==> config.mk <==
export PLATFORM = sky130hd
export DESIGN_NAME = slip_frame_decoder_header_check_top
export DESIGN_NICKNAME = d
export VERILOG_FILES = /design/src/rtl/core/slipd_pkg.sv /design/src/rtl/core/slipd_hdr_check.sv /design/src/rtl/core/slip_frame_decoder_header_check_top.sv
export SDC_FILE = /design/constraint.sdc
export NUM_CORES = 1
export LEC_CHECK = 0
export ABC_CLOCK_PERIOD_IN_PS = 12100
export BUFFER_PORTS_ARGS = -buffer_cell sky130_fd_sc_hd__buf_2
export CORE_MARGIN = 2
export CORE_UTILIZATION = 50
export DETAILED_ROUTE_END_ITERATION = 8
export GPL_ROUTABILITY_DRIVEN = 0
export GPL_TIMING_DRIVEN = 0
export PLACE_DENSITY = 0.68
export SYNTH_ARGS = -nofsm -noshare
export SYNTH_HDL_FRONTEND = slang
export SYNTH_HIERARCHICAL = 1
export SYNTH_SLANG_ARGS = --single-unit
==> constraint.sdc <==
create_clock -name clk -period 12.1 [get_ports clk]
set_clock_uncertainty 0.05 [all_clocks]
set_input_delay 0 -clock clk [delete_from_list [all_inputs] [get_ports clk]]
set_output_delay 0 -clock clk [all_outputs]
set_load 0.005 [all_outputs]
==> src/rtl/core/slipd_pkg.sv <==
// ----------------------------------------------------------------------------
// slipd_pkg
// Types, codes and constants shared by the SLIP frame decoder and its
// header checker.
// ----------------------------------------------------------------------------
package slipd_pkg;

	localparam int unsigned MaxRawFrame = 256;
	localparam int unsigned HeaderBytes = 16;
	localparam int unsigned MinDecoded  = 18;
	localparam int unsigned RawW        = 11;
	localparam int unsigned DecW        = 9;

	localparam logic [RawW-1:0] RawSat = {RawW{1'b1}};
	localparam logic [DecW-1:0] DecSat = {DecW{1'b1}};

	localparam logic [7:0] ClassByte   = 8'd49;
	localparam logic [7:0] GroupMisc   = 8'd18;
	localparam logic [7:0] GroupTwo    = 8'd2;
	localparam logic [7:0] GroupThree  = 8'd3;
	localparam logic [7:0] TypeA       = 8'd98;
	localparam logic [7:0] TypeB       = 8'd100;
	localparam logic [7:0] TypeC       = 8'd102;
	localparam logic [7:0] TypeD       = 8'd107;

	localparam logic [7:0] FrameReset     = 8'd192;
	localparam logic [7:0] EscapeReset    = 8'd219;
	localparam logic [7:0] EscFrameReset  = 8'd220;
	localparam logic [7:0] EscEscapeReset = 8'd221;

	// configuration register indexes
	localparam logic [1:0] CfgFrameByte  = 2'd0;
	localparam logic [1:0] CfgEscapeByte = 2'd1;
	localparam logic [1:0] CfgEscFrame   = 2'd2;
	localparam logic [1:0] CfgEscEscape  = 2'd3;

	localparam logic KindData   = 1'b0;
	localparam logic KindStatus = 1'b1;

	typedef enum logic [2:0] {
		StOk          = 3'd0,
		StTooLong     = 3'd1,
		StTooShort    = 3'd2,
		StLenMismatch = 3'd3,
		StBadClass    = 3'd4,
		StUnknownReg  = 3'd5,
		StUnknownType = 3'd6
	} status_t;

	typedef logic [HeaderBytes-1:0][7:0] hdr_bytes_t;

	typedef struct packed {
		status_t    status;
		logic [7:0] group;
		logic [7:0] number;
		logic [7:0] dtype;
		logic [7:0] count;
		logic [7:0] length;
	} hdr_chk_t;

endpackage

==> src/rtl/core/slipd_hdr_check.sv <==
// ----------------------------------------------------------------------------
// slipd_hdr_check
// End of frame checks on the stored header bytes and the frame counters.
// ----------------------------------------------------------------------------
module slipd_hdr_check (
	input  slipd_pkg::hdr_bytes_t                 hdr,
	input  logic [slipd_pkg::RawW-1:0]            raw_count,
	input  logic [slipd_pkg::DecW-1:0]            decoded_count,
	output slipd_pkg::hdr_chk_t                   chk
);

	logic [15:0] len_field;
	logic [15:0] len_expect;
	logic        reg_known;
	logic        type_known;
	logic [7:0]  grp;
	logic [7:0]  num;

	assign len_field  = {hdr[1], hdr[0]};
	assign len_expect = 16'(decoded_count - slipd_pkg::DecW'(3));
	assign grp        = hdr[10];
	assign num        = hdr[12];

	always_comb begin
		if (grp == slipd_pkg::GroupMisc) begin
			reg_known = (hdr[11] == 8'd0) && (num == 8'd1) && (hdr[13] == 8'd0);
		end else if (grp == slipd_pkg::GroupTwo) begin
			reg_known = (num >= 8'd2) && (num <= 8'd12);
		end else if (grp == slipd_pkg::GroupThree) begin
			reg_known = (num == 8'd1) || ((num >= 8'd5) && (num <= 8'd10));
		end else begin
			reg_known = 1'b0;
		end
	end

	assign type_known = (hdr[14] == slipd_pkg::TypeA) || (hdr[14] == slipd_pkg::TypeB) ||
	                    (hdr[14] == slipd_pkg::TypeC) || (hdr[14] == slipd_pkg::TypeD);

	always_comb begin
		chk = '0;
		if (raw_count > slipd_pkg::RawW'(slipd_pkg::MaxRawFrame)) begin
			chk.status = slipd_pkg::StTooLong;
		end else if (decoded_count < slipd_pkg::DecW'(slipd_pkg::MinDecoded)) begin
			chk.status = slipd_pkg::StTooShort;
		end else begin
			if (len_field != len_expect) begin
				chk.status = slipd_pkg::StLenMismatch;
			end else if (hdr[9] != slipd_pkg::ClassByte) begin
				chk.status = slipd_pkg::StBadClass;
			end else if (!reg_known) begin
				chk.status = slipd_pkg::StUnknownReg;
			end else if (!type_known) begin
				chk.status = slipd_pkg::StUnknownType;
			end else begin
				chk.status = slipd_pkg::StOk;
			end
			chk.group  = hdr[10];
			chk.number = hdr[12];
			chk.dtype  = hdr[14];
			chk.count  = hdr[15];
		end
		// header fields stay zero for too long / too short frames
		chk.length = decoded_count[slipd_pkg::DecW-1] ? 8'hFF : decoded_count[7:0];
	end

endmodule

==> src/rtl/core/slip_frame_decoder_header_check_top.sv <==
// ----------------------------------------------------------------------------
// slip_frame_decoder_header_check_top
// SLIP frame decoder with header check of the received frame.
// ----------------------------------------------------------------------------
// Input channel: one raw serial byte per transaction (rx_byte, in_valid,
// in_stall). Bytes are held in an input register, decoded by one pass of
// logic and the result lands in the output register (out_valid, out_stall).
// Each decoded byte gives one data transaction (kind 0) with its index; the
// closing delimiter gives one status transaction (kind 1) with the check
// result and header fields. Opening delimiter, escape bytes and bytes
// outside a frame give no transaction.
// Throughput: one byte per cycle unless in_stall is raised, set by the single decode
// pass between the input and output registers; a waiting result does not block
// bytes that give no result.
// Reset: hunting for a delimiter, counters cleared, registers at defaults
// (192, 219, 220, 221). The header bytes are not reset.
// Stall: while out_stall holds a result, a byte that would give a result
// waits in the input register and in_stall is raised.
// Configuration: cfg_we/cfg_index/cfg_data; the user must write it only when idle (not enforced).
// ----------------------------------------------------------------------------
module slip_frame_decoder_header_check_top (
	input  logic       clk,
	input  logic       arst_n,
	input  logic       cfg_we,
	input  logic [1:0] cfg_index,
	input  logic [7:0] cfg_data,
	input  logic       in_valid,
	output logic       in_stall,
	input  logic [7:0] rx_byte,
	output logic       out_valid,
	input  logic       out_stall,
	output logic       kind,
	output logic [7:0] data_byte,
	output logic [7:0] byte_index,
	output logic [2:0] status,
	output logic [7:0] register_group,
	output logic [7:0] register_number,
	output logic [7:0] data_type,
	output logic [7:0] element_count,
	output logic [7:0] frame_length
);

	typedef enum logic [1:0] {
		ModeIdle,
		ModeFrame,
		ModeEsc
	} mode_t;

	logic [7:0] frame_byte_q;
	logic [7:0] escape_byte_q;
	logic [7:0] esc_frame_q;
	logic [7:0] esc_escape_q;

	mode_t                         mode_q;
	logic [slipd_pkg::RawW-1:0]    raw_count_q;
	logic [slipd_pkg::DecW-1:0]    dec_count_q;
	slipd_pkg::hdr_bytes_t         hdr_q;

	logic       valid_s1;
	logic [7:0] byte_s1;

	logic                          in_acc;
	logic                          out_free;
	logic                          adv;
	logic                          has_result;
	logic                          is_frame;
	logic                          emit_data;
	logic [7:0]                    data_val;
	logic [slipd_pkg::RawW-1:0]    raw_next;
	slipd_pkg::hdr_chk_t           chk;

	assign in_acc   = in_valid && !in_stall;
	assign out_free = !out_valid || !out_stall;
	assign is_frame = (byte_s1 == frame_byte_q);
	assign raw_next = (raw_count_q == slipd_pkg::RawSat) ? raw_count_q
	                                                      : raw_count_q + 1'b1;

	always_comb begin
		emit_data = 1'b0;
		data_val  = byte_s1;
		if (mode_q == ModeEsc && !is_frame) begin
			emit_data = 1'b1;
			if (byte_s1 == esc_frame_q) begin
				data_val = frame_byte_q;
			end else if (byte_s1 == esc_escape_q) begin
				data_val = escape_byte_q;
			end
		end else if (mode_q == ModeFrame && !is_frame && byte_s1 != escape_byte_q) begin
			emit_data = 1'b1;
		end
	end

	assign has_result = (mode_q != ModeIdle) && (is_frame || emit_data);
	assign adv        = valid_s1 && (!has_result || out_free);
	assign in_stall   = valid_s1 && !adv;

	slipd_hdr_check u_hdr_check (
		.hdr           (hdr_q),
		.raw_count     (raw_next),
		.decoded_count (dec_count_q),
		.chk           (chk)
	);

	// configuration registers
	always_ff @(posedge clk or negedge arst_n) begin
		if (!arst_n) begin
			frame_byte_q  <= slipd_pkg::FrameReset;
			escape_byte_q <= slipd_pkg::EscapeReset;
			esc_frame_q   <= slipd_pkg::EscFrameReset;
			esc_escape_q  <= slipd_pkg::EscEscapeReset;
		end else if (cfg_we) begin
			unique case (cfg_index)
				slipd_pkg::CfgFrameByte:  frame_byte_q  <= cfg_data;
				slipd_pkg::CfgEscapeByte: escape_byte_q <= cfg_data;
				slipd_pkg::CfgEscFrame:   esc_frame_q   <= cfg_data;
				slipd_pkg::CfgEscEscape:  esc_escape_q  <= cfg_data;
				default: ;
			endcase
		end
	end

	// input register
	always_ff @(posedge clk or negedge arst_n) begin
		if (!arst_n) begin
			valid_s1 <= 1'b0;
		end else if (in_acc) begin
			valid_s1 <= 1'b1;
		end else if (adv) begin
			valid_s1 <= 1'b0;
		end
	end

	always_ff @(posedge clk) begin
		if (in_acc) begin
			byte_s1 <= rx_byte;
		end
	end

	// receive state machine and counters
	always_ff @(posedge clk or negedge arst_n) begin
		if (!arst_n) begin
			mode_q      <= ModeIdle;
			raw_count_q <= '0;
			dec_count_q <= '0;
		end else if (adv) begin
			unique case (mode_q)
				ModeIdle: begin
					if (is_frame) begin
						mode_q      <= ModeFrame;
						raw_count_q <= slipd_pkg::RawW'(1);
						dec_count_q <= '0;
					end
				end
				ModeFrame, ModeEsc: begin
					raw_count_q <= raw_next;
					if (is_frame) begin
						mode_q <= ModeIdle;
					end else if (emit_data) begin
						mode_q <= ModeFrame;
					end else begin
						mode_q <= ModeEsc;
					end
					if (emit_data && dec_count_q != slipd_pkg::DecSat) begin
						dec_count_q <= dec_count_q + 1'b1;
					end
				end
				default: mode_q <= ModeIdle;
			endcase
		end
	end

	// header bytes, written at fixed slots while the frame is short
	always_ff @(posedge clk) begin
		if (adv && emit_data && dec_count_q < slipd_pkg::DecW'(slipd_pkg::HeaderBytes)) begin
			hdr_q[dec_count_q[3:0]] <= data_val;
		end
	end

	// output register
	always_ff @(posedge clk or negedge arst_n) begin
		if (!arst_n) begin
			out_valid <= 1'b0;
		end else if (adv && has_result) begin
			out_valid <= 1'b1;
		end else if (!out_stall) begin
			out_valid <= 1'b0;
		end
	end

	always_ff @(posedge clk) begin
		if (adv && has_result) begin
			if (emit_data) begin
				kind            <= slipd_pkg::KindData;
				data_byte       <= data_val;
				byte_index      <= dec_count_q[7:0];
				status          <= 3'd0;
				register_group  <= '0;
				register_number <= '0;
				data_type       <= '0;
				element_count   <= '0;
				frame_length    <= '0;
			end else begin
				kind            <= slipd_pkg::KindStatus;
				data_byte       <= '0;
				byte_index      <= '0;
				status          <= 3'(chk.status);
				register_group  <= chk.group;
				register_number <= chk.number;
				data_type       <= chk.dtype;
				element_count   <= chk.count;
				frame_length    <= chk.length;
			end
		end
	end

endmodule
==> results.txt, run 1 <==
* Global-route usage over all layers: roughly 20%
- CORE AREA: roughly 18000 µm²
- Synthesized net count: 716
- Clock slew at the register clock pins of the worst setup and hold paths: approximately 0.07 ns
- Proportion of layout cells with a drive suffix above 1: 26.7%
* Hold_buf cts: 19
- Data on the critical path is required at its endpoint by 12.35 ns.
- Setup slack on the critical path of the routed design comes to between 8 and 9 ns.
* Maximum vdd drop: between 0.1 and 0.15 mV
- Port buffering added 84 buffers.
- Sum of overflow across all layers after global routing: 0
- Crit-path most repeated cell: clkbuf_1
- The count of cells in the finished layout, fillers not included, comes to ~1000.
- In this run the cell area measured after placement is 9810 µm².
- In the final routed layout, each cell accounts on average for 17.8 µm.
- Category of cells accounting for the largest share of critical-path delay: simple AND/OR/NAND/NOR gates
- A synthesized cell averages ~13 µm².
* Area used by multi-input combinational logic: 3200 µm²
* Site row count: 49
* Sum of routed wire length over all layers: 18600 µm
* Worst EP arrival: 4.22 ns
* Cell Area, Synth: 9030 µm²
- Number of global-route vias before repair: 5908
* Diodes inserted: 0
* Cell-by-cell trace of the critical path: ha_1, and4_1, clkbuf_1, nand4_1, clkbuf_1, xor2_1, nor4_1, nand2_1, a211o_1, nor2_1, clkbuf_1, and2_1, and2_1
- Derived from the worst setup path, the maximum achievable clock frequency is 252 MHz.
- Buffering stage count on the worst path with inverters included: 3
- On the worst path, the slowest cell contributes a delay of 0.49 ns.
* Static leakage: 3.84 nW
- After the first detailed-routing iteration, the DRC count stood at approximately 400.
- Post-CTS resize count: 0
* Setup repair after global routing missed its margin: no
- DRC Markers: 0
- Headroom to the max-slew limit: 33.9%
* Power per cell area: 196 nW/µm²
- Clock tree synthesis selected as its root buffer the cell clkbuf_16.
* Total setup violations reported at the end of the flow: 0
- Final hold analysis gives a worst-case slack of 0.0325 ns.
- In this run, CTS created clock tree buffers numbering 17.
- Setup tns final: 0 ns
* Count of fill cells added during filler insertion: 1444
- Max-cap violations in this run came to 0.
- STA classifies the critical path endpoint as a flip-flop.
- The final count of pins violating max slew came to 0.
- Status: complete, no violations
- At the end of the flow, the number of nets in the layout was between 800 and 900.
- The detail route stage leaves a number of antenna-violating nets equal to 0.
- Placed Cells incl. Taps: ~1000
* Slowest CP cell: dfrtp_1
- Type of the most critical hold path: in -> reg
* Die Y: 138 µm
- Counting every instance in the synthesized netlist gives 682.
- Warning count from the yosys run: 6
- Once detailed placement completed, the half-perimeter wirelength came to between 10000 and 15000 µm.
* Starting density of the core: between 50% and 60%
- Largest net degree at the start of global routing: 57
- X dimension of the die: between 100 and 150 µm
- Detailed-router iteration count before antenna repair: 5
* Via density: 5.56
- Registers take 5630 µm².
- Hold Vio Cnt, Final: 0
- The first global-routing pass estimated between 30000 and 40000 µm of wire.
- Sinks on Clock Net: 196
- Once the clock tree was built, the setup fixing pass inserted 0 buffers.
- Fraction of the cycle the final worst path needs: about a third
- Initial antenna violation count: 0
- The longest clock path from root to sink contains 2 buffers.
* Source-to-sink clock delay at the later pin of the worst-skew pair: 0.43 ns
- The setup path with the least slack is of type reg -> reg.
- Before CTS, the worst setup slack after placement is 8.24 ns.
- Relative to the synthesized area, the layout overhead comes to 17.2%.
* DR vias: 5824
- CTS tree: done
- In this run the worst path has a maximum fanout of 10.
* Startpoint class of the critical path: flip-flop
- The finished cells cover 10600 µm².
- The clock tree synthesis step divided the H-tree into 4 levels.
- Pin placement for this block handled 85 I/O pins.
* Minimum period implied by the final worst setup slack: 3.97 ns
* Area of the die: approximately 19000 µm²
- Slew at the pin with the worst max-slew slack: 0.983 ns
tightest hold or removal path, stage by stage:
cell	delay (ns)
buf_2	0.11
nor3b_2	0.12
mux2_2	0.25
where the power goes:
group,total [mW],internal (mW),switching [mW]
registers,0.949,0.870,0.0792
logic,0.568,0.238,0.330
clock network,0.560,0.308,0.252
state kept, by name, indices dropped and copies added (netlist names):
signal	count
register_group	8
byte_index	8
data_type	8
esc_frame_q	8
out_valid	1
frame_length	8
data_byte	8
register_number	8
mode_q	2
escape_byte_q	8
status	3
element_count	8
frame_byte_q	8
raw_count_q	11
hdr_q	72
valid_s1	1
esc_escape_q	8
kind	1
byte_s1	8
dec_count_q	9
layout make-up:
type | count | area share [%]
Inverter | 16 | 0.567
Sequential cell | 196 | 53.1
Clock buffer | 18 | 4.05
Clock inverter | 12 | 1.39
Timing Repair Buffer | 107 | 6.21
Tap cell | 229 | 2.71
Multi-Input combinational cell | 437 | 30.2
Buffer | 33 | 1.71
placed cells by master (no fill, tap or decap), types with 5 or more instances in the layout:
cell type / n
a21oi_1: 9
dlygate4sd3_1: 19
xor2_1: 17
clkbuf_1: 21
nor4_1: 14
edfxtp_1: 140
nand2_1: 33
clkbuf_16: 17
inv_1: 15
nand3_1: 16
dfstp_2: 19
nand4_1: 12
nor2_1: 23
o21ai_0: 14
dfrtp_1: 37
nor2b_1: 5
and2_1: 91
buf_6: 9
buf_4: 5
mux2_2: 36
buf_2: 87
nor3_1: 12
mux2i_1: 7
o22a_1: 16
xnor2_1: 28
ha_1: 11
nor4b_1: 6
or2_2: 12
per-stage QoR:
stage	utilization [%]	power [mW]
after detailed placement	55.0	1.52
final	59.4	2.08
after global routing	59.4	2.19
after CTS	59.3	2.08
after global placement	54.6	1.50
after floorplan	-	1.32
routing by layer:
metal / routed length, µm / GRT usage [%] / vias to the layer above
li1: - / - / 2753
met1: 8230 / 26.1 / 2888
met2: 9230 / 34.1 / 156
met3: 891 / 4.12 / 27
met4: 272 / 6.23 / 0
met5: 0 / 0 / -
worst paths after layout:
check                                       startpoint                          end  slack [ns]  depth (start not counted)
max                         raw_count_q[0]$_DFFE_PN0P_   data_type[6]$_SDFFCE_PP0P_        8.13                         13
min in group asynchronous                       arst_n        out_valid$_DFFE_PN0P_        0.13                          2
max in group asynchronous                       arst_n   esc_frame_q[0]$_DFFE_PN0P_       11.39                          2
max reg2reg                 raw_count_q[0]$_DFFE_PN0P_   data_type[6]$_SDFFCE_PP0P_        8.13                         13
min                                       cfg_index[1]  frame_byte_q[6]$_DFFE_PN1P_        0.03                          3
min reg2reg                esc_escape_q[1]$_DFFE_PN0P_  esc_escape_q[1]$_DFFE_PN0P_        0.49                          1
Power figures use the tool's default switching activity.
==> inputs of run 2 (changes only) <==
--- a/config.mk
+++ b/config.mk
@@ -5,14 +5,15 @@
 export SDC_FILE = /design/constraint.sdc
 export NUM_CORES = 1
 export LEC_CHECK = 0
-export ABC_CLOCK_PERIOD_IN_PS = 12100
+export ABC_AREA = 1
+export ABC_CLOCK_PERIOD_IN_PS = 3400
 export BUFFER_PORTS_ARGS = -buffer_cell sky130_fd_sc_hd__buf_2
 export CORE_MARGIN = 2
 export CORE_UTILIZATION = 50
 export DETAILED_ROUTE_END_ITERATION = 8
 export GPL_ROUTABILITY_DRIVEN = 0
 export GPL_TIMING_DRIVEN = 0
-export PLACE_DENSITY = 0.68
+export PLACE_DENSITY = 0.71
 export SYNTH_ARGS = -nofsm -noshare
 export SYNTH_HDL_FRONTEND = slang
 export SYNTH_HIERARCHICAL = 1
==> constraint.sdc (replaced) <==
create_clock -name clk -period 3.4 [get_ports clk]
set_clock_uncertainty 0.05 [all_clocks]
set_input_delay 0 -clock clk [delete_from_list [all_inputs] [get_ports clk]]
set_output_delay 0 -clock clk [all_outputs]
set_load 0.005 [all_outputs]
==> run 2 against run 1 <==
Against the previous run: area after synthesis is 5.7% higher; critical path depth is 3 higher; cell area is 5.0% higher; first-iteration DRC count is 12% higher; critical path type unchanged; non-clock buffer count is 2 lower; largest cell class unchanged; setup slack worse by 7.8 ns; die area is 5.6% higher; sequential share of layout area is 2.5 points lower; utilization is 0.086 points higher; via count is 19% higher; register-to-register slack worse by 7.8 ns.
==> results.txt, run 2 <==
- Status: complete, no violations
- The worst setup path is captured at a flip-flop.
* DRT iter0 DRCs: 459 (+12%)
* Headroom to the max-slew limit: 14.7% (-19 points)
- X dimension of the die: 142 µm (+2.7%)
- Average size of a mapped cell: 9.24 µm² (-30%)
* Proportion of layout cells with a drive suffix above 1: 16.7% (-10 points)
* Sinks on Clock Net: 196 (unchanged)
* Synthesized net count: 1068 (+49%)
- The count of final setup violators is 0 (unchanged).
- The critical path data required time was 3.64 ns (-8.71 ns).
- The effective utilization at floorplan was 51.1% (+0.43 points).
* Final Util: 59.5% (+0.086 points)
- Wire length of the first global-routing pass: 31400 µm (+2.9%)
* Final setup slack of the worst path: 0.299 ns (-7.83 ns)
* Initial antenna violation count: 0 (unchanged)
- The number of warning messages in the yosys log was 6 (unchanged).
- Clock buffers created by TritonCTS: 17 (unchanged)
* Post-layout power: 6.72 mW (+220%)
- DR vias: 6946 (+19%)
- The count of inserted antenna diode cells was 0 (unchanged).
- Cell count after synthesis: 1034 (+52%)
* Cell Area, Synth: 9550 µm² (+5.7%)
- The worst hold path belongs to the class in -> reg.
- The part of the total power dissipated in sequential elements is 46.3% (+0.6 points).
* Type of the setup path with the least slack: reg -> reg
- Among all stages on the critical path, the largest delay is contributed by dfrtp_2.
- The largest net degree at the start of global routing came to 57 (unchanged).
- Switching Share: 32.8% (+0.91 points)
- The average wire per standard cell was 13.6 µm (-23%).
- Minimum period implied by the final worst setup slack: 3.10 ns (-0.873 ns)
- DRC Markers: 0 (unchanged)
- Detailed-router iteration count before antenna repair: 5 (unchanged)
- The cell family contributing the most delay on the critical path is simple AND/OR/NAND/NOR gates.
- The power per cell area was 604 nW/µm² (+210%).
* Setup repair after global routing missed its margin: no
- Power spent charging and discharging nets: 2.20 mW (+230%)
- The static leakage was 4.96 nW (+29%).
- Clock slew at the register clock pins of the worst setup and hold paths: 0.07 ns (about the same)
- Maximum vdd drop: 0.470 mV (+340%)
* Maximum clock path buffer count: 2 (unchanged)
- Maximum Capacitance Violations: 0 (unchanged)
- Hold Vio Cnt, Final: 0 (unchanged)
* Setup tns final: 0 ns (unchanged)
- Maximum fanout encountered on the critical timing path: 10 (unchanged)
- TritonCTS built the clock tree.
* Die Y: 142 µm (+2.7%)
* Leading cell type in the layout, fill and taps excluded: nand2_1
- The critical path buffer and inverter count was 4 (+1).
* Power share of the clock group: 29.1% (+2.1 points)
- Via density: 4.93 (-11%)
- Root buf cell: clkbuf_16
- Slew at the pin with the worst max-slew slack: 1.28 ns (+0.297 ns)
- Count of input and output buffers: 84 (unchanged)
- The maximum operating frequency is 322 MHz (+28%).
- Number of nets in the layout: 1197 (+42%)
* Part of the total power dissipated in combinational logic: 24.7% (-2.7 points)
* Power Internal: 4.52 mW (+220%)
* Sum of routed wire length over all layers: 19200 µm (+3.1%)
- Site row count: 50 (+2.0%)
- Worst hold slack: 0.215 ns (+0.183 ns)
- Fraction of the cycle the final worst path needs: 91.2% (+58 points)
- Setup slack, reg-to-reg: 0.30 ns (-7.83 ns)
* Number of I/O pins: 85 (unchanged)
- CORE AREA: 18700 µm² (+4.8%)
- Source-to-sink clock delay at the later pin of the worst-skew pair: 0.44 ns (about the same)
* Cell-by-cell trace of the critical path: ha_1, nand3_1, nor3_2, and3_2, nand4_4, o21ai_2, inv_1, nor2_1, nand4_1, nand3b_1, a21oi_2, inv_2, buf_2, nor2_1, inv_1, nor2_1
- The flip-flop count of the largest register after layout was 72 (unchanged).
- The placed wire-length estimate is 13400 µm (+5.2%).
- The number of fillers in the final layout came to 1594 (+10%).
- Layout Area Growth over Synthesis: 16.4%
* Top library cells by usage in the layout, fill and taps aside: nand2_1 (227), inv_1 (171), nor2_1 (165)
- Crit-path most repeated cell: nor2_1
- The overall track demand over capacity in global routing came to 20.0% (about the same).
* Area of the die: 20200 µm² (+5.6%)
- Total number of H-tree levels: 4 (unchanged)
- Number of global-route vias before repair: 6517 (+10%)
- Sum of overflow across all layers after global routing: 0 (unchanged)
- The post-placement setup slack was 0.116 ns (-8.13 ns).
- The arrival time of data at the critical path endpoint was 3.34 ns (-0.88 ns).
- The critical path's largest stage delay came to 0.43 ns (-0.06 ns).
- Post-route antenna net violation count: 0 (unchanged)
- Fin. max-slew vios: 0 (unchanged)
- Startpoint class of the critical path: flip-flop
==> run 2: cell types whose count changed in the layout (fill, tap and decap cells not counted), moves of 16 or more <==
cell,change
nand2_1,+194
o21ai_0,+41
mux2_2,-36
a21oi_1,+16
o22a_1,-16
inv_1,+156
nor2_1,+142
and2_1,-90
nand3_1,+31
==> run 2: repair_timing <==
| item | CTS | global route |
|---|---|---|
| hold buffers | 24 | 0 |
| buffers inserted | 0 | 1 |
| endpoints found under the setup margin | 0 | 31 |
| resized for setup | 0 | 5 |
| hold endpoints to repair | 79 | 0 |
==> run 2: layer usage <==
layer  wire length, µm  GRT usage (%)
met3              1010           4.10
met1              8380           25.4
met5                 0              0
met4               307           6.63
met2              9500           34.5
==> run 2: worst register-to-register path, stage by stage, from the launching register on <==
cell and delay (ns):
dfrtp_2 0.43, ha_1 0.22, nand3_1 0.14, nor3_2 0.18
and3_2 0.26, nand4_4 0.17, o21ai_2 0.18, inv_1 0.05
nor2_1 0.08, nand4_1 0.12, nand3b_1 0.27, a21oi_2 0.25
inv_2 0.09, buf_2 0.20, nor2_1 0.11, inv_1 0.04
nor2_1 0.12
==> run 2: final cells by class <==
type / count / area [µm²] / area share, %
clock buffer: 18 / 450 / 4.05
tap: 234 / 293 / 2.63
sequential: 196 / 5630 / 50.6
multi-input combinational: 633 / 3090 / 27.8
inverter: 177 / 667 / 6.00
clock inverter: 14 / 129 / 1.16
buffer: 28 / 169 / 1.52
timing repair buffer: 110 / 688 / 6.19
==> run 2: stage by stage <==
stage	instances	cell area, µm²
final	1410	11100
after global routing	1410	11100
after CTS	1409	11100
after detailed placement	1353	10300
after global placement	1352	10300
after floorplan	1034	9550
==> run 2: worst paths after layout <==
check / start / end / depth (start not counted)
setup / recovery: raw_count_q[0]$_DFFE_PN0P_ / register_number[1]$_SDFFCE_PP0P_ / 16
hold / removal: rx_byte[6] / byte_s1[6]$_DFFE_PP_ / 2
setup reg to reg: raw_count_q[0]$_DFFE_PN0P_ / register_number[1]$_SDFFCE_PP0P_ / 16
hold reg to reg: esc_frame_q[6]$_DFFE_PN1P_ / esc_frame_q[6]$_DFFE_PN1P_ / 2
max in group asynchronous: arst_n / raw_count_q[0]$_DFFE_PN0P_ / 2
min in group asynchronous: arst_n / esc_frame_q[1]$_DFFE_PN0P_ / 2
==> run 2: power groups by stage <==
stage | Combinational (mW) | Sequential (mW) | Clock, mW
after detailed placement | 1.64 | 3.16 | 0
after global routing | 1.88 | 3.14 | 2.09
after floorplan | 1.12 | 3.15 | 0
after global placement | 1.59 | 3.16 | 0
after CTS | 1.67 | 3.11 | 1.99
final | 1.66 | 3.11 | 1.95
==> inputs of run 3 (changes only) <==
--- a/config.mk
+++ b/config.mk
@@ -8,12 +8,11 @@
 export ABC_AREA = 1
 export ABC_CLOCK_PERIOD_IN_PS = 3400
 export BUFFER_PORTS_ARGS = -buffer_cell sky130_fd_sc_hd__buf_2
-export CORE_MARGIN = 2
-export CORE_UTILIZATION = 50
+export CORE_ASPECT_RATIO = 0.6
+export CORE_UTILIZATION = 45
 export DETAILED_ROUTE_END_ITERATION = 8
 export GPL_ROUTABILITY_DRIVEN = 0
 export GPL_TIMING_DRIVEN = 0
-export PLACE_DENSITY = 0.71
 export SYNTH_ARGS = -nofsm -noshare
 export SYNTH_HDL_FRONTEND = slang
 export SYNTH_HIERARCHICAL = 1
==> run 3 against run 2 <==
Against the previous run: critical path depth did not move; flip-flop and latch count stayed put; critical path type unchanged; cell area fell by 0.25%; combinational power hardly changed; first-iteration DRC count grew 8.7%.
==> results.txt, run 3 (synthesized netlist as in run 2, its figures left out) <==
* Setup tns final: 0 ns (unchanged)
- Global-route usage over all layers: 20.8% (+0.75 points)
- Setup repair after global routing missed its margin: yes
* Fraction of the cycle the final worst path needs: 92.0% (+0.82 points)
* Maximum vdd drop: 0.380 mV (-19%)
* Type of the most critical hold path: in -> reg
- The share of post-route cells with drive strength above 1 came to 16.6% (-0.10 points).
- The number of port buffers was 84 (unchanged).
- Static leakage: 4.93 nW (-0.67%)
- The total number of placement rows is 40 (-20%).
- Maximum Capacitance Violations: 0 (unchanged)
- The final worst hold slack is 0.0348 ns (-0.180 ns).
- Maximum fanout encountered on the critical timing path: 10 (unchanged)
- The slew at the pin with the worst max-slew slack came to 0.841 ns (-0.439 ns).
- Wire length of the first global-routing pass: 34300 µm (+9.2%)
- The number of H-tree levels is 4 (unchanged).
- The number of global-route vias before repair was 6383 (-2.1%).
- Area of the die: 21800 µm² (+7.9%)
* DP Wirelength: 15100 µm (+12%)
* Flip-flop count of the largest register, all copies and words added: 72 (unchanged)
* Post-route antenna net violation count: 0 (unchanged)
* Clock slew at the register clock pins of the worst setup and hold paths: 0.08 ns (about the same)
- The library cells used most frequently in the layout, excluding fill and tap cells, are nand2_1 (227), inv_1 (171), nor2_1 (164).
- Status: complete, no violations
- The worst setup path is captured at a flip-flop.
- Maximum frequency from static timing analysis: 320 MHz (-0.89%)
* Area occupied by registers: 5630 µm² (unchanged)
- Sum of routed wire length over all layers: 21400 µm (+11%)
* Hold Vio Cnt, Final: 0 (unchanged)
- The via density per instance came to 4.79 (-2.8%).
- Detailed-router iteration count before antenna repair: 6 (+1)
- The count of inserted antenna diode cells is 0 (unchanged).
- The final standard cell area without fillers came to 11100 µm² (-0.25%).
- In this run the clock root is driven by a clkbuf_16.
- Total setup violations reported at the end of the flow: 0 (unchanged)
- The largest net degree at the start of global routing is 57 (unchanged).
- The critical path data required time came to 3.63 ns (about the same).
- The instance area at placement was 10300 µm² (+0.47%).
- The effective utilization at floorplan came to 46.8% (-4.3 points).
- DRT iter0 DRCs: 499 (+8.7%)
* Maximum clock path buffer count: 2 (unchanged)
* Sum of overflow across all layers after global routing: 0 (unchanged)
* Layout Area Growth over Synthesis: 16.1%
* Startpoint class of the critical path: flip-flop
* CORE AREA: 20400 µm² (+9.2%)
- Number of nets in the layout: 1192 (-0.42%)
* Leading cell type in the layout, fill and taps excluded: nand2_1
- The total vias in the final route was 6914 (-0.46%).
- The die width came to 190 µm (+34%).
- The clock latency of the later-clocked register in the worst-skew pair was 0.44 ns (about the same).
- TritonCTS built the clock tree.
- The final count of pins violating max slew was 0 (unchanged).
- Count of fill cells added during filler insertion: 1909 (+20%)
* Sinks on Clock Net: 196 (unchanged)
- Die Y: 115 µm (-19%)
- Power per cell area: 606 nW/µm² (+0.26%)
* Routed length per instance: 14.8 µm (+8.8%)
- Initial antenna violation count: 0 (unchanged)
- Headroom to the max-slew limit: 43.7% (+29 points)
- The minimum period implied by the final worst setup slack is 3.13 ns (+0.0280 ns).
- Clock buffers created by TritonCTS: 17 (unchanged)
* Area used by multi-input combinational logic: 3100 µm² (about the same)
* Number of I/O pins: 85 (unchanged)
- DRC Markers: 0 (unchanged)
- Worst EP arrival: 3.36 ns (+0.02 ns)
- Type of the setup path with the least slack: reg -> reg
[run 3: cell count changes in the layout (fill, tap and decap cells not counted), moves of 2 or more]
| cell | before | now |
|---|---|---|
| clkinv_2 | 0 | 4 |
| clkinv_4 | 4 | 1 |
| inv_6 | 6 | 4 |
| dlygate4sd3_1 | 24 | 20 |
[run 3: worst max-delay path: stages, from the launching register on]
cell	delay (ns)
dfrtp_2	0.42
ha_1	0.20
nand3_1	0.15
nor3_2	0.17
and3_2	0.26
nand4_4	0.17
o21ai_2	0.20
inv_1	0.06
nor2_1	0.10
nand4_1	0.10
nand3b_1	0.24
a21oi_2	0.22
inv_2	0.11
buf_2	0.22
nor2_1	0.11
inv_1	0.05
nor2_1	0.14
[run 3: path summary, 6_finish.rpt]
kind,to,start,cells after the start,slack [ns]
max in group asynchronous,raw_count_q[0]$_DFFE_PN0P_,arst_n,2,2.63
min,esc_escape_q[3]$_DFFE_PN1P_,cfg_index[1],4,0.03
max reg2reg,element_count[2]$_SDFFCE_PP0P_,raw_count_q[1]$_DFFE_PN0P_,16,0.27
max,element_count[2]$_SDFFCE_PP0P_,raw_count_q[1]$_DFFE_PN0P_,16,0.27
min in group asynchronous,esc_escape_q[5]$_DFFE_PN0P_,arst_n,2,0.10
min reg2reg,out_valid$_DFFE_PN0P_,out_valid$_DFFE_PN0P_,2,0.45
[run 3: per-stage QoR]
step | std cells | setup WS (ns) | utilization, % | power [mW]
floorplan | 1034 | 0.172 | - | 4.27
global placement | 1391 | -0.801 | 50.5 | 4.80
detailed placement | 1392 | 0.150 | 50.6 | 4.83
CTS | 1444 | 0.0588 | 54.3 | 6.77
global route | 1444 | -0.00421 | 54.3 | 7.10
finish | 1444 | 0.271 | 54.3 | 6.72
[run 3: timing repair]
item / in CTS / in global routing
hold endpoints to repair: 79 / 0
endpoints found under the setup margin: 0 / 70
buffers inserted: 0 / 0
gates resized for setup: 0 / 7
hold buffers: 20 / 0
[run 3: routing by layer]
| layer | global-route usage, % | vias up | part of all wire [%] |
|---|---|---|---|
| met3 | 3.75 | 20 | 5.0 |
| met5 | 0 | - | 0 |
| li1 | - | 3523 | - |
| met1 | 33.0 | 3230 | 55 |
| met4 | 6.24 | 0 | 1.1 |
| met2 | 28.4 | 141 | 39 |
[run 3: power breakdown]
part	internal [mW]	total, mW	switching, mW
clock	0.961	1.92	0.955
combinational	0.563	1.68	1.12
sequential	2.94	3.12	0.183
total	4.46	6.72	2.26
[run 3: cell type report]
cell class | count | share of cell area, %
tap | 273 | 3.08
clock buffer | 18 | 3.87
clock inverter | 14 | 1.04
buffer | 28 | 1.52
timing repair buffer | 105 | 5.80
sequential | 196 | 50.8
inverter | 177 | 6.02
multi-input combinational | 633 | 27.9
